===== src/sv/cvs_pkg.sv =====
// ----------------------------------------------------------------------------
// cvs_pkg
// Shared types and constants of the column variance / standard deviation block.
// ----------------------------------------------------------------------------
package cvs_pkg;

   localparam int MAX_COLS   = 8;
   localparam int MAX_ROWS   = 256;
   localparam int SAMPLE_W   = 24;
   localparam int COL_W      = 3;
   localparam int NCOLS_W    = 4;
   localparam int ROW_AW     = $clog2(MAX_ROWS);
   localparam int CNT_W      = $clog2(MAX_ROWS + 1);
   localparam int SUM_W      = 32;
   localparam int ACC_W      = 58;
   localparam int PROD_W     = 50;
   localparam int SPREAD_W   = 50;
   localparam int STATUS_W   = 2;
   localparam int ROOT_W     = 29;
   localparam int ROW_W      = MAX_COLS * SAMPLE_W;
   localparam int CSR_IDX_W  = 2;
   localparam int CSR_DATA_W = 4;

   localparam logic [CSR_IDX_W-1:0] CSR_NORMALIZE = 2'd0;
   localparam logic [CSR_IDX_W-1:0] CSR_NCOLS     = 2'd1;
   localparam logic [CSR_IDX_W-1:0] CSR_ROOT      = 2'd2;

   localparam logic [STATUS_W-1:0] STATUS_OK       = 2'd0;
   localparam logic [STATUS_W-1:0] STATUS_DIV_ZERO = 2'd1;
   localparam logic [STATUS_W-1:0] STATUS_DROPPED  = 2'd2;

   typedef struct packed {
      logic              load;
      logic              col_init;
      logic              div_start;
      logic              div_sel;     // 0 mean, 1 variance
      logic              mean_take;
      logic              rd_en;
      logic [ROW_AW-1:0] rd_row;
      logic              var_take;
      logic              root_start;
      logic              root_take;
      logic              emit;
      logic              run_clear;
      logic [COL_W-1:0]  col;
   } cvs_cmd_type;

   typedef struct packed {
      logic [CNT_W-1:0] n;
      logic             n_zero;
      logic             d_zero;
      logic             last_col;
      logic             div_done;
      logic             root_done;
      logic             give_root;
      logic             out_busy;
   } cvs_sts_type;

endpackage


===== src/sv/cvs_ctrl.sv =====
// ----------------------------------------------------------------------------
// cvs_ctrl
// Sequencer: load phase, then per column mean, deviation pass, divide, root
// and result hand-off.
// ----------------------------------------------------------------------------
module cvs_ctrl (
   input  logic                 clock,
   input  logic                 reset,
   input  logic                 req_tvalid,
   input  logic                 req_tlast,
   output logic                 req_tready,
   input  cvs_pkg::cvs_sts_type sts,
   output cvs_pkg::cvs_cmd_type cmd
);

   typedef enum logic [3:0] {
      ST_LOAD,
      ST_COL_START,
      ST_MEAN_WAIT,
      ST_DEV_RD,
      ST_DEV_DRAIN,
      ST_VAR_WAIT,
      ST_ROOT_WAIT,
      ST_EMIT
   } state_type;

   state_type                  state_ff;
   state_type                  state_in;
   logic [cvs_pkg::COL_W-1:0]  col_ff;
   logic [cvs_pkg::COL_W-1:0]  col_in;
   logic [cvs_pkg::CNT_W-1:0]  row_ff;
   logic [cvs_pkg::CNT_W-1:0]  row_in;
   logic [1:0]                 drain_ff;
   logic [1:0]                 drain_in;

   always_comb begin
      state_in = state_ff;
      col_in   = col_ff;
      row_in   = row_ff;
      drain_in = drain_ff;
      cmd      = '0;
      cmd.col  = col_ff;
      cmd.rd_row = row_ff[cvs_pkg::ROW_AW-1:0];
      req_tready = 1'b0;
      case (state_ff)
         ST_LOAD: begin
            req_tready = 1'b1;
            cmd.load   = req_tvalid;
            if (req_tvalid && req_tlast) begin
               col_in   = '0;
               state_in = ST_COL_START;
            end
         end
         ST_COL_START: begin
            cmd.col_init = 1'b1;
            row_in       = '0;
            if (sts.n_zero) begin
               state_in = ST_EMIT;
            end else begin
               cmd.div_start = 1'b1;
               state_in      = ST_MEAN_WAIT;
            end
         end
         ST_MEAN_WAIT: begin
            if (sts.div_done) begin
               cmd.mean_take = 1'b1;
               state_in      = ST_DEV_RD;
            end
         end
         ST_DEV_RD: begin
            cmd.rd_en = 1'b1;
            if (row_ff == sts.n - 1'b1) begin
               drain_in = '0;
               state_in = ST_DEV_DRAIN;
            end else begin
               row_in = row_ff + 1'b1;
            end
         end
         ST_DEV_DRAIN: begin
            drain_in = drain_ff + 1'b1;
            if (drain_ff == 2'd2) begin
               if (sts.d_zero) begin
                  state_in = ST_EMIT;
               end else begin
                  cmd.div_start = 1'b1;
                  cmd.div_sel   = 1'b1;
                  state_in      = ST_VAR_WAIT;
               end
            end
         end
         ST_VAR_WAIT: begin
            cmd.div_sel = 1'b1;
            if (sts.div_done) begin
               if (sts.give_root) begin
                  cmd.root_start = 1'b1;
                  state_in       = ST_ROOT_WAIT;
               end else begin
                  cmd.var_take = 1'b1;
                  state_in     = ST_EMIT;
               end
            end
         end
         ST_ROOT_WAIT: begin
            if (sts.root_done) begin
               cmd.root_take = 1'b1;
               state_in      = ST_EMIT;
            end
         end
         ST_EMIT: begin
            if (!sts.out_busy) begin
               cmd.emit = 1'b1;
               if (sts.last_col) begin
                  cmd.run_clear = 1'b1;
                  state_in      = ST_LOAD;
               end else begin
                  col_in   = col_ff + 1'b1;
                  state_in = ST_COL_START;
               end
            end
         end
         default: begin
            state_in = ST_LOAD;
         end
      endcase
   end

   always_ff @(posedge clock) begin
      if (reset) begin
         state_ff <= ST_LOAD;
         col_ff   <= '0;
         row_ff   <= '0;
         drain_ff <= '0;
      end else begin
         state_ff <= state_in;
         col_ff   <= col_in;
         row_ff   <= row_in;
         drain_ff <= drain_in;
      end
   end

endmodule

===== config.mk =====
export PLATFORM = sky130hd
export DESIGN_NAME = cvs_ctrl
export DESIGN_NICKNAME = d
export VERILOG_FILES = /design/src/sv/cvs_pkg.sv /design/src/sv/cvs_ctrl.sv
export SDC_FILE = /design/constraint.sdc
export NUM_CORES = 1
export LEC_CHECK = 0
export ABC_AREA = 1
export BUFFER_PORTS_ARGS = -buffer_cell sky130_fd_sc_hd__buf_2
export CORE_UTILIZATION = 40
export DETAILED_ROUTE_END_ITERATION = 16
export HOLD_SLACK_MARGIN = 0.1
export PLACE_DENSITY = 0.66
export SLEW_MARGIN = 15
export SYNTH_ARGS = -nofsm -noshare
export SYNTH_HDL_FRONTEND = slang
export SYNTH_SLANG_ARGS = --single-unit

===== constraint.sdc =====
create_clock -name clock -period 1.69 [get_ports clock]
set_input_delay 0.169 -clock clock [delete_from_list [all_inputs] [get_ports clock]]
set_output_delay 0.169 -clock clock [all_outputs]
set_load 0.02 [all_outputs]

-- Word-level counts from Yosys, hierarchy flattened
Index checks and enable logic that the tools add are counted.
- register bits: 18
- bits of input ports: 20
- output and inout port bits: 23
- logic and storage cells: 75
- add/subtract/negate cells: 4
- equality and inequality tests: 18
- muxes and demuxes: 40
- reductions and logical operators: 9
- operator list (operator ; count):
    4-bit one-hot mux with 8 select lines ; 1
    4-bit two-way mux ; 7
    2-bit inequality test (second input constant) ; 9
    9-bit one-hot mux with 2 select lines ; 1
    4-bit by 3-bit == test with 1-bit output (second input constant) ; 4
    2-bit two-way mux ; 8
    1-bit two-way mux ; 14
    3-bit two-way mux ; 4
    9-bit by 1-bit adder with 9-bit output (second input constant) ; 1
    9-bit == test ; 1
    9-bit two-way mux ; 1
    9-bit by 1-bit subtractor with 9-bit output (second input constant) ; 1
    4-bit by 2-bit == test with 1-bit output (second input constant) ; 2
    7-bit AND reduction ; 1
    3-bit one-hot mux with 2 select lines ; 1
    2-bit nonzero test ; 3
    4-bit by 1-bit == test with 1-bit output (second input constant) ; 1
    4-bit logical NOT ; 1
    1-bit one-hot mux with 2 select lines ; 2
    2-bit one-hot mux with 2 select lines ; 1
    2-bit AND reduction ; 2
    4-bit AND reduction ; 1
    3-bit by 1-bit adder with 3-bit output (second input constant) ; 1
    2-bit by 1-bit adder with 2-bit output (second input constant) ; 1
    2 further kinds ; 2

-- Depth between registers and ports, before layout
Gate-level depths: netlist of the first run.
- depth in word-level cells: 4
- mapped depth: 14
- depth with buffers taken out: 14

-- Least setup slack after synthesis of the first run
OpenSTA, ideal clock, no wires.
- kind: reg-to-output
- from: reg state_ff[0]
- to: out cmd[19] (netlist bit)
- arrival: 1.949 ns
- required time: 1.521 ns
- slack: -0.428 ns
- stages on the path, launching flop included: 7
- buffers on the path: 2
- path through: dfxtp_1 > buf_2 > inv_1 > nor3_1 > inv_1 > clkbuf_1 > o21ai_0
- RTL lines (item ; line ; RTL):
    start, declared ; cvs_ctrl.sv:27 ; state_type state_ff;
    start signal, assigned ; cvs_ctrl.sv:134 ; state_ff <= state_in;
    end, declared ; cvs_ctrl.sv:13 ; output cvs_pkg::cvs_cmd_type cmd

==> qor.txt, run 1 <==
Crit-path max FO - 7
Fin nets - 338
Worst R2R Setup Slack - 130 ps
Synth warnings - 0
Total CTS buffers - 3
Critical path type - reg -> out
DRC viols - 0
Critical Path RT - 1520 ps
WL per Instance - 9.69 um
Max cap viols - 0
Ports - 43
Top cells by area, synth - dfxtp_1, nand2_1, nand3_1
Die Span Y - 63.9 um
HP Class - in -> reg
Post-synth EDFFs - 0
Synth Area in Simple Gates - 43.6%
Post-synth top flop - dfxtp_1
Setup-failing EPs final - 0
Final Cycle Share - 94.3%
Global-route wire length before repair - 5680 um
Crit path capture type - output pin
Slew headroom - 77.9%
Critical-path top delay cell - dfxtp_1
Clk Latency, worst-skew pair - 250 ps
CTS sink count - 17
Clock Skew - 1.55 ps
Synth Register Bits - 17
Initial antenna violation count - 0
Dpl cell area - 1840 um2
Post-route cell area - 1920 um2
Synth top area share - 22.2%
Avg Cell Area, Syn - 5.80 um2
WHS Path Cells - 2
Outcome - complete, no violations
Largest stage delay on the critical path - 400 ps
Sequential element share of the synthesized area - 22.2%
Synthesized cell area - 1530 um2
Mux cell area share after synthesis - 0%
Die area - 4080 um2
H-tree levels - 1
Final wirelength - 3500 um
Layout area overhead - 25.8%
Critical-path cell list - nor2_2 -> nand2_1 -> inv_1 -> nand3_1 -> o21ai_2 -> buf_2
Antenna Cells - 0
Net count after synthesis - 288
Worst-Margin Slew - 331 ps
Overall routing resource usage - 17.3%
Ratio of cells with drive above 1 in the final layout - 31.3%
Leading cell type in the layout, fill and taps excluded - nand2_1
Largest net degree at the start of global routing - 15
Maximum vdd drop - 0.000605 V
Synth cell types - 30
Vias post-DR - 1708
Root Driver - clkbuf_8
Unrepaired setup endpoints after global routing - true
Cts hold-fix bufs - 0
Die width - 63.9 um
Fill count - 382
Crit path DAT - 1430 ps
Max Slew Vio Count - 0
Post-synthesis cell count - 264
Post-CTS setup buffers - 0
GR Overflow Total - 0
XOR/XNOR Fraction of Synth Area - 4.58%
Adder-cell area share of the yosys netlist - 3.27%
Antenna Nets Post-Route - 0
Gpl congestion - 0.836
Post-DP HPWL - 2870 um
Vias in the first global route - 1378
IO buf count - 42
Largest family of logic cells by synthesized area - simple AND/OR/NAND/NOR gates
Min cycle time layout - 1590 ps
Core Footprint - 3660 um2
Yosys top cell by area - dfxtp_1
Critical Path Source Type - flip-flop
Final hold violation count - 0
Clk buf depth - 2
Pwr/cell area - 1030 nW/um2
Commonest cells after routing, fill and taps aside - nand2_1, buf_2, nor2_1
Row count - 22
Synth Area in Compound Gates - 9.89%
TNS Setup - 0 ps
First-pass detailed-route iteration total - 4
Max Fclk - 627 MHz
R2r worst-path depth - 13
Vias/cell - 4.73
DR iter-0 viols - 44
TritonCTS clock tree - yes
Starting Density - 41.8%
Pleak - 0.972 nW
CTS clk-pin slew, worst paths - 70 ps
Post-synthesis async set-or-reset flop share - 0%
timing repair:
action / in CTS / in global routing
pin swaps: 0 / 5
resized for setup: 1 / 16
cloned: 0 / 0
endpoints found under the setup margin: 1 / 16
final timing paths:
path	startpoint	to
setup / recovery	state_ff[1]	cmd[19]
setup reg to reg	row_ff[4]	state_ff[1]
hold reg to reg	drain_ff[0]	drain_ff[0]
hold / removal	reset	state_ff[1]
registers in the layout (all words and copies together) (netlist names):
signal,flops
col_ff,3
row_ff,9
drain_ff,2
state_ff,3
metrics by stage:
stage	setup WS (ps)	hold slack (ps)	cells	utilization, %	power, mW
floorplan	68.2	238	264	-	1.35
global placement	-27.2	457	357	50.3	1.63
detailed placement	-53.1	465	357	50.3	1.63
CTS	58.8	256	361	51.6	1.95
global route	-5.45	264	361	52.6	2.14
finish	96.0	255	361	52.6	1.98
final cells by class:
class	count	area, um2	area share [%]
multi-input combinational	191	965	50.1
sequential	17	350	18.2
timing repair buffer	59	345	17.9
inverter	42	158	8.19
tap	48	60.1	3.12
clock buffer	3	41.3	2.15
clock inverter	1	5.00	0.260
metal layers:
layer / global-route usage [%] / vias up / routed length, um
met5: 0 / - / 0
met4: 6.82 / 0 / 45
met3: 1.25 / 4 / 169
met2: 29.3 / 48 / 1630
met1: 22.7 / 738 / 1660
li1: - / 918 / -
logic make-up after synthesis:
logic type               Yosys count
AND/OR/NAND/NOR                  153
buffers and inverters             56
flip-flops                        17
AO/OA/AOI/OAI                     26
adder cells (fa/ha/maj)            4
XOR/XNOR                           8
critical path: cells and delay by family (launching register included):
| kind | cells | cell delay (ps) |
|---|---|---|
| flops | 1 | 400 |
| buf+inv | 2 | 260 |
| compound gates | 1 | 70 |
| simple gates | 3 | 440 |
power by group:
group	total (mW)	internal (mW)	switching (mW)
combinational	1.09	0.413	0.680
sequential	0.580	0.472	0.108
clock	0.306	0.164	0.142
cell usage after synthesis (2+ instances only):
| library cell | instances |
|---|---|
| a21oi_1 | 15 |
| buf_2 | 3 |
| buf_4 | 8 |
| clkbuf_1 | 2 |
| dfxtp_1 | 17 |
| ha_1 | 4 |
| inv_1 | 32 |
| inv_2 | 9 |
| nand2_1 | 71 |
| nand3_1 | 29 |
| nand3_2 | 3 |
| nand4_1 | 2 |
| nor2_1 | 34 |
| nor2_2 | 3 |
| nor3_1 | 5 |
| o21ai_0 | 7 |
| xnor2_1 | 4 |
| xor2_1 | 4 |
Power figures use the tool's default switching activity.
==> run 2: changes to the inputs <==
--- a/config.mk
+++ b/config.mk
@@ -6,11 +6,11 @@
 export NUM_CORES = 1
 export LEC_CHECK = 0
 export ABC_AREA = 1
-export BUFFER_PORTS_ARGS = -buffer_cell sky130_fd_sc_hd__buf_2
 export CORE_UTILIZATION = 40
 export DETAILED_ROUTE_END_ITERATION = 16
+export DONT_BUFFER_PORTS = 1
 export HOLD_SLACK_MARGIN = 0.1
-export PLACE_DENSITY = 0.66
+export PLACE_DENSITY = 0.56
 export SLEW_MARGIN = 15
 export SYNTH_ARGS = -nofsm -noshare
 export SYNTH_HDL_FRONTEND = slang
==> qor.txt, run 2 (synthesis results as in run 1) <==
Vias post-DR - 1560 (-8.7%)
Met2 Wirelength - 1680 um (+3.4%)
Maximum vdd drop - 0.000673 V (+11%)
DRC viols - 0 (unchanged)
Met3 WL - 179 um (+5.9%)
Biggest register - row_ff
Global-route wire length before repair - 5930 um (+4.5%)
Vias/cell - 4.79 (+1.1%)
Setup-failing EPs final - 0 (unchanged)
Max Fclk - 621 MHz (-0.95%)
Critical Path Source Type - flip-flop
DR top layer - met4
Placed cell count - 320 (-10%)
Initial antenna violation count - 0 (unchanged)
Final wirelength - 3510 um (+0.43%)
Critical Path RT - 1880 ps (+360 ps)
Crit-path max FO - 5 (-2)
Leading cell type in the layout, fill and taps excluded - nand2_1
Post-DP HPWL - 2850 um (-0.86%)
Fin nets - 303 (-10%)
Core Footprint - 3660 um2 (unchanged)
Outcome - complete, but fails checks
Min cycle time layout - 1610 ps (+15.4 ps)
Slew headroom - 74.3% (-3.6 points)
Crit path DAT - 1800 ps (+370 ps)
Unrepaired setup endpoints after global routing - true
Max Slew Vio Count - 0 (unchanged)
Vias in the first global route - 1369 (-0.65%)
Overall routing resource usage - 18.2% (+0.87 points)
Antenna Nets Post-Route - 0 (unchanged)
Critical path type - reg -> reg
Total power draw - 1.96 mW (-0.73%)
Row count - 22 (unchanged)
Commonest cells after routing, fill and taps aside - nand2_1, inv_1, nor2_1
Clk Latency, worst-skew pair - 250 ps (about the same)
Antenna Cells - 0 (unchanged)
Worst-Margin Slew - 384 ps (+53.4 ps)
HP Class - in -> reg
Die area - 4080 um2 (unchanged)
CTS sink count - 17 (unchanged)
Layout area overhead - 16.1%
Largest net degree at the start of global routing - 15 (unchanged)
Routed met1 length - 1600 um (-3.2%)
TritonCTS clock tree - yes
Pwr/cell area - 1110 nW/um2 (+7.5%)
Gpl congestion - 0.766 (-8.4%)
Final hold violation count - 13 (+13)
Clk buf depth - 2 (unchanged)
Pleak - 0.815 nW (-16%)
Fill count - 386 (+1.0%)
Die Span Y - 63.9 um (unchanged)
Finished Layout Cells - 326 (-9.7%)
Crit path capture type - flip-flop
Cts hold-fix bufs - 1 (+1)
DR iter-0 viols - 62 (+41%)
First-pass detailed-route iteration total - 4 (unchanged)
Final Cycle Share - 95.2% (+0.91 points)
Die width - 63.9 um (unchanged)
Ratio of cells with drive above 1 in the final layout - 21.6% (-9.7 points)
Ports - 43 (unchanged)
Clock Skew - 1.98 ps (+0.427 ps)
Root Driver - clkbuf_8
Largest regs - row_ff x9, col_ff x3, state_ff x3
CTS clk-pin slew, worst paths - 70 ps (about the same)
H-tree levels - 1 (unchanged)
GR Overflow Total - 0 (unchanged)
WL per Instance - 10.8 um (+11%)
Max FFs per register - 9 (unchanged)
Violated checks - negative hold slack
Total CTS buffers - 3 (unchanged)
Max cap viols - 0 (unchanged)
Starting Density - 41.8% (unchanged)
Worst hold margin - -32.3 ps (-287 ps)
IO buf count - 0 (-100%)
run 2: cell count changes in the layout (fill, tap and decap cells not counted), moves of 3 or more:
| cell | before | now |
|---|---|---|
| inv_1 | 29 | 32 |
| buf_4 | 15 | 20 |
| buf_2 | 42 | 0 |
| inv_2 | 12 | 9 |
run 2: per-layer routing:
layer	GRT usage (%)	vias to the layer above
li1	-	846
met1	22.7	664
met2	31.8	44
met3	2.86	6
met4	5.40	0
met5	0	-
run 2: final cells by class:
| type | instances | area, um2 | area share [%] |
|---|---|---|---|
| sequential | 17 | 353 | 19.9 |
| timing repair buffer | 24 | 194 | 10.9 |
| multi-input combinational | 191 | 966 | 54.4 |
| inverter | 42 | 158 | 8.87 |
| clock buffer | 3 | 41.3 | 2.32 |
| tap | 48 | 60.1 | 3.38 |
| clock inverter | 1 | 5.00 | 0.282 |
run 2: stage by stage:
step	worst slack, ps	hold slack, ps	cell area [um2]	setup TNS, ps	utilization (%)
finish	80.6	-32.3	1780	0	48.5
global route	-66.6	-49.5	1780	-237	48.5
CTS	12.5	-29.9	1730	0	47.2
detailed placement	-6.86	242	1670	-13.5	45.6
global placement	16.2	241	1670	0	45.6
floorplan	68.2	238	1540	0	-
run 2: path summary, 6_finish.rpt:
check	from	endpoint	slack, ps	depth (start not counted)
max	row_ff[1]	state_ff[1]	80	13
min	reset	row_ff[4]	-30	1
max reg2reg	row_ff[1]	state_ff[1]	80	13
min reg2reg	drain_ff[0]	drain_ff[0]	450	1
run 2: what timing repair did:
item	CTS	global route
hold endpoints to repair	15	13
setup buffers	0	1
setup endpoints to repair	3	19
pin swaps	0	4
resized for setup	1	16
run 2: power by group:
group,switching (mW),total [mW],internal [mW]
clock network,0.146,0.310,0.164
registers,0.104,0.580,0.476
logic,0.658,1.07,0.415
total,0.909,1.96,1.05
run 2: critical path: stages (launching register included):
cell,delay [ps]
dfxtp_4,370
inv_1,60
nand2_1,50
nand2_1,60
nor2_2,120
nand2_1,70
nor2_2,90
nand3_2,110
o21bai_4,250
buf_6,140
nand2_1,60
nand2_1,70
nand2_1,40
nor2_1,70
==> run 3: changes to the inputs <==
--- a/config.mk
+++ b/config.mk
@@ -6,11 +6,11 @@
 export NUM_CORES = 1
 export LEC_CHECK = 0
 export ABC_AREA = 1
-export CORE_UTILIZATION = 40
+export CORE_UTILIZATION = 55
 export DETAILED_ROUTE_END_ITERATION = 16
 export DONT_BUFFER_PORTS = 1
 export HOLD_SLACK_MARGIN = 0.1
-export PLACE_DENSITY = 0.56
+export PLACE_DENSITY = 0.82
 export SLEW_MARGIN = 15
 export SYNTH_ARGS = -nofsm -noshare
 export SYNTH_HDL_FRONTEND = slang
==> qor.txt, run 3 (synthesis results as in run 1) <==
DRC viols - 0 (unchanged)
Total CTS buffers - 3 (unchanged)
IO buf count - 0 (unchanged)
First-pass detailed-route iteration total - 4 (unchanged)
Final core utilization - 68.3% (+20 points)
Core Footprint - 2540 um2 (-30%)
Row count - 18 (-18%)
GR Overflow Total - 0 (unchanged)
Leading cell type in the layout, fill and taps excluded - nand2_1
Placed cell count - 299 (-6.6%)
Critical path type - reg -> reg
Ports - 43 (unchanged)
Met1 usage - 26.7% (+3.9 points)
GRT Max-Usage Layer - met2
Die Span Y - 54.7 um (-14%)
Pwr/cell area - 1100 nW/um2 (-0.76%)
Clock Skew - 4.79 ps (+2.81 ps)
Crit path capture type - flip-flop
Final WS setup - 80.5 ps (-0.0488 ps)
Biggest register - row_ff
Outcome - complete, no violations
Max FFs per register - 9 (unchanged)
WL per Instance - 11.5 um (+6.4%)
Overall routing resource usage - 23.6% (+5.4 points)
Clk buf depth - 2 (unchanged)
Final hold violation count - 0 (-13)
H-tree levels - 1 (unchanged)
Max Fclk - 621 MHz (about the same)
Ratio of cells with drive above 1 in the final layout - 22.5% (+0.96 points)
Vias post-DR - 1567 (+0.45%)
Antenna Cells - 0 (unchanged)
DR iter-0 viols - 21 (-66%)
Post-DP HPWL - 2680 um (-5.8%)
Max cap viols - 0 (unchanged)
Crit-path max FO - 8 (+3)
Post-route cell area - 1740 um2 (-2.2%)
HP Class - in -> reg
Die area - 3000 um2 (-26%)
Finished Layout Cells - 305 (-6.4%)
Pleak - 0.800 nW (-1.9%)
Die width - 54.7 um (-14%)
Total power draw - 1.91 mW (-2.9%)
Starting Density - 60.1% (+18 points)
Vias/cell - 5.14 (+7.4%)
Largest regs - row_ff x9, col_ff x3, state_ff x3
Min cycle time layout - 1610 ps (+0.0488 ps)
Layout area overhead - 13.6%
Worst slack, placed - -22.6 ps (-15.7 ps)
Final wirelength - 3500 um (-0.46%)
Maximum vdd drop - 0.00129 V (+92%)
Gpl congestion - 0.841 (+9.8%)
Critical Path Source Type - flip-flop
Root Driver - clkbuf_4
Final Cycle Share - 95.2% (about the same)
Commonest cells after routing, fill and taps aside - nand2_1, nor2_1, inv_1
Vias in the first global route - 1322 (-3.4%)
Max Slew Vio Count - 0 (unchanged)
Met3 usage - 4.17% (+1.3 points)
Met2 usage - 44.4% (+13 points)
Slew headroom - 65.3% (-9.0 points)
Worst-Margin Slew - 519 ps (+135 ps)
Largest net degree at the start of global routing - 15 (unchanged)
TritonCTS clock tree - yes
Critical Path RT - 1910 ps (+30 ps)
Antenna Nets Post-Route - 0 (unchanged)
Setup-failing EPs final - 0 (unchanged)
Fin nets - 300 (-0.99%)
Unrepaired setup endpoints after global routing - true
Initial antenna violation count - 0 (unchanged)
CTS sink count - 17 (unchanged)
Worst hold margin - 225 ps (+257 ps)
TNS Setup - 0 ps (unchanged)
Fill count - 239 (-38%)
Dpl cell area - 1630 um2 (-2.7%)
Clk Latency, worst-skew pair - 280 ps (+30 ps)
Crit path DAT - 1830 ps (+30 ps)
CTS clk-pin slew, worst paths - 100 ps (+30 ps)
Global-route wire length before repair - 5130 um (-13%)
-- run 3: cell types whose count changed in the layout (fill, tap and decap cells not counted), moves of 2 or more --
cell	previous run	this run
buf_4	20	18
clkbuf_4	0	3
clkbuf_8	3	0
inv_1	32	29
inv_2	9	11
nor2_1	31	29
-- run 3: cell type report --
class / instances / area [um2] / area share (%)
Sequential cell: 17 / 352 / 20.2
Timing Repair Buffer: 21 / 168 / 9.65
Inverter: 42 / 160 / 9.22
Tap cell: 30 / 37.5 / 2.16
Multi-Input combinational cell: 191 / 995 / 57.2
Clock buffer: 4 / 26.3 / 1.51
-- run 3: repair_timing --
| action | 4_1_cts | 5_1_grt |
|---|---|---|
| pin swaps | 0 | 14 |
| hold buffers | 1 | 0 |
| endpoints found under the setup margin | 10 | 18 |
| resized for setup | 2 | 23 |
| hold endpoints to repair | 16 | 0 |
| buffers inserted | 0 | 1 |
-- run 3: worst max-delay path, stage by stage, from the launching register on --
cell      delay [ps]
dfxtp_4          390
inv_2             50
nand2_1           60
nand2_1           50
nor2_2            90
nand2_1           70
nor2_2            90
nand3_2          100
o21bai_4         270
nand2_4          130
inv_4            100
nor2_4            30
nor2_2           100
-- run 3: worst paths after layout --
check              start          end  slack (ps)  cells past startpoint
min               sts[6]  state_ff[2]         230                      4
min reg2reg  drain_ff[0]  drain_ff[0]         460                      1
max reg2reg    row_ff[0]    row_ff[1]          80                     12
max            row_ff[0]    row_ff[1]          80                     12
-- run 3: per-layer routing --
layer	share of wire, %	up-vias
met5	0	-
met4	0.60	0
met3	5.7	4
met2	49	50
met1	45	668
li1	-	845
-- run 3: power breakdown --
group / internal (mW) / total (mW) / switching, mW
combinational: 0.405 / 1.12 / 0.713
sequential: 0.473 / 0.579 / 0.106
clock: 0.0915 / 0.210 / 0.118
total: 0.969 / 1.91 / 0.937
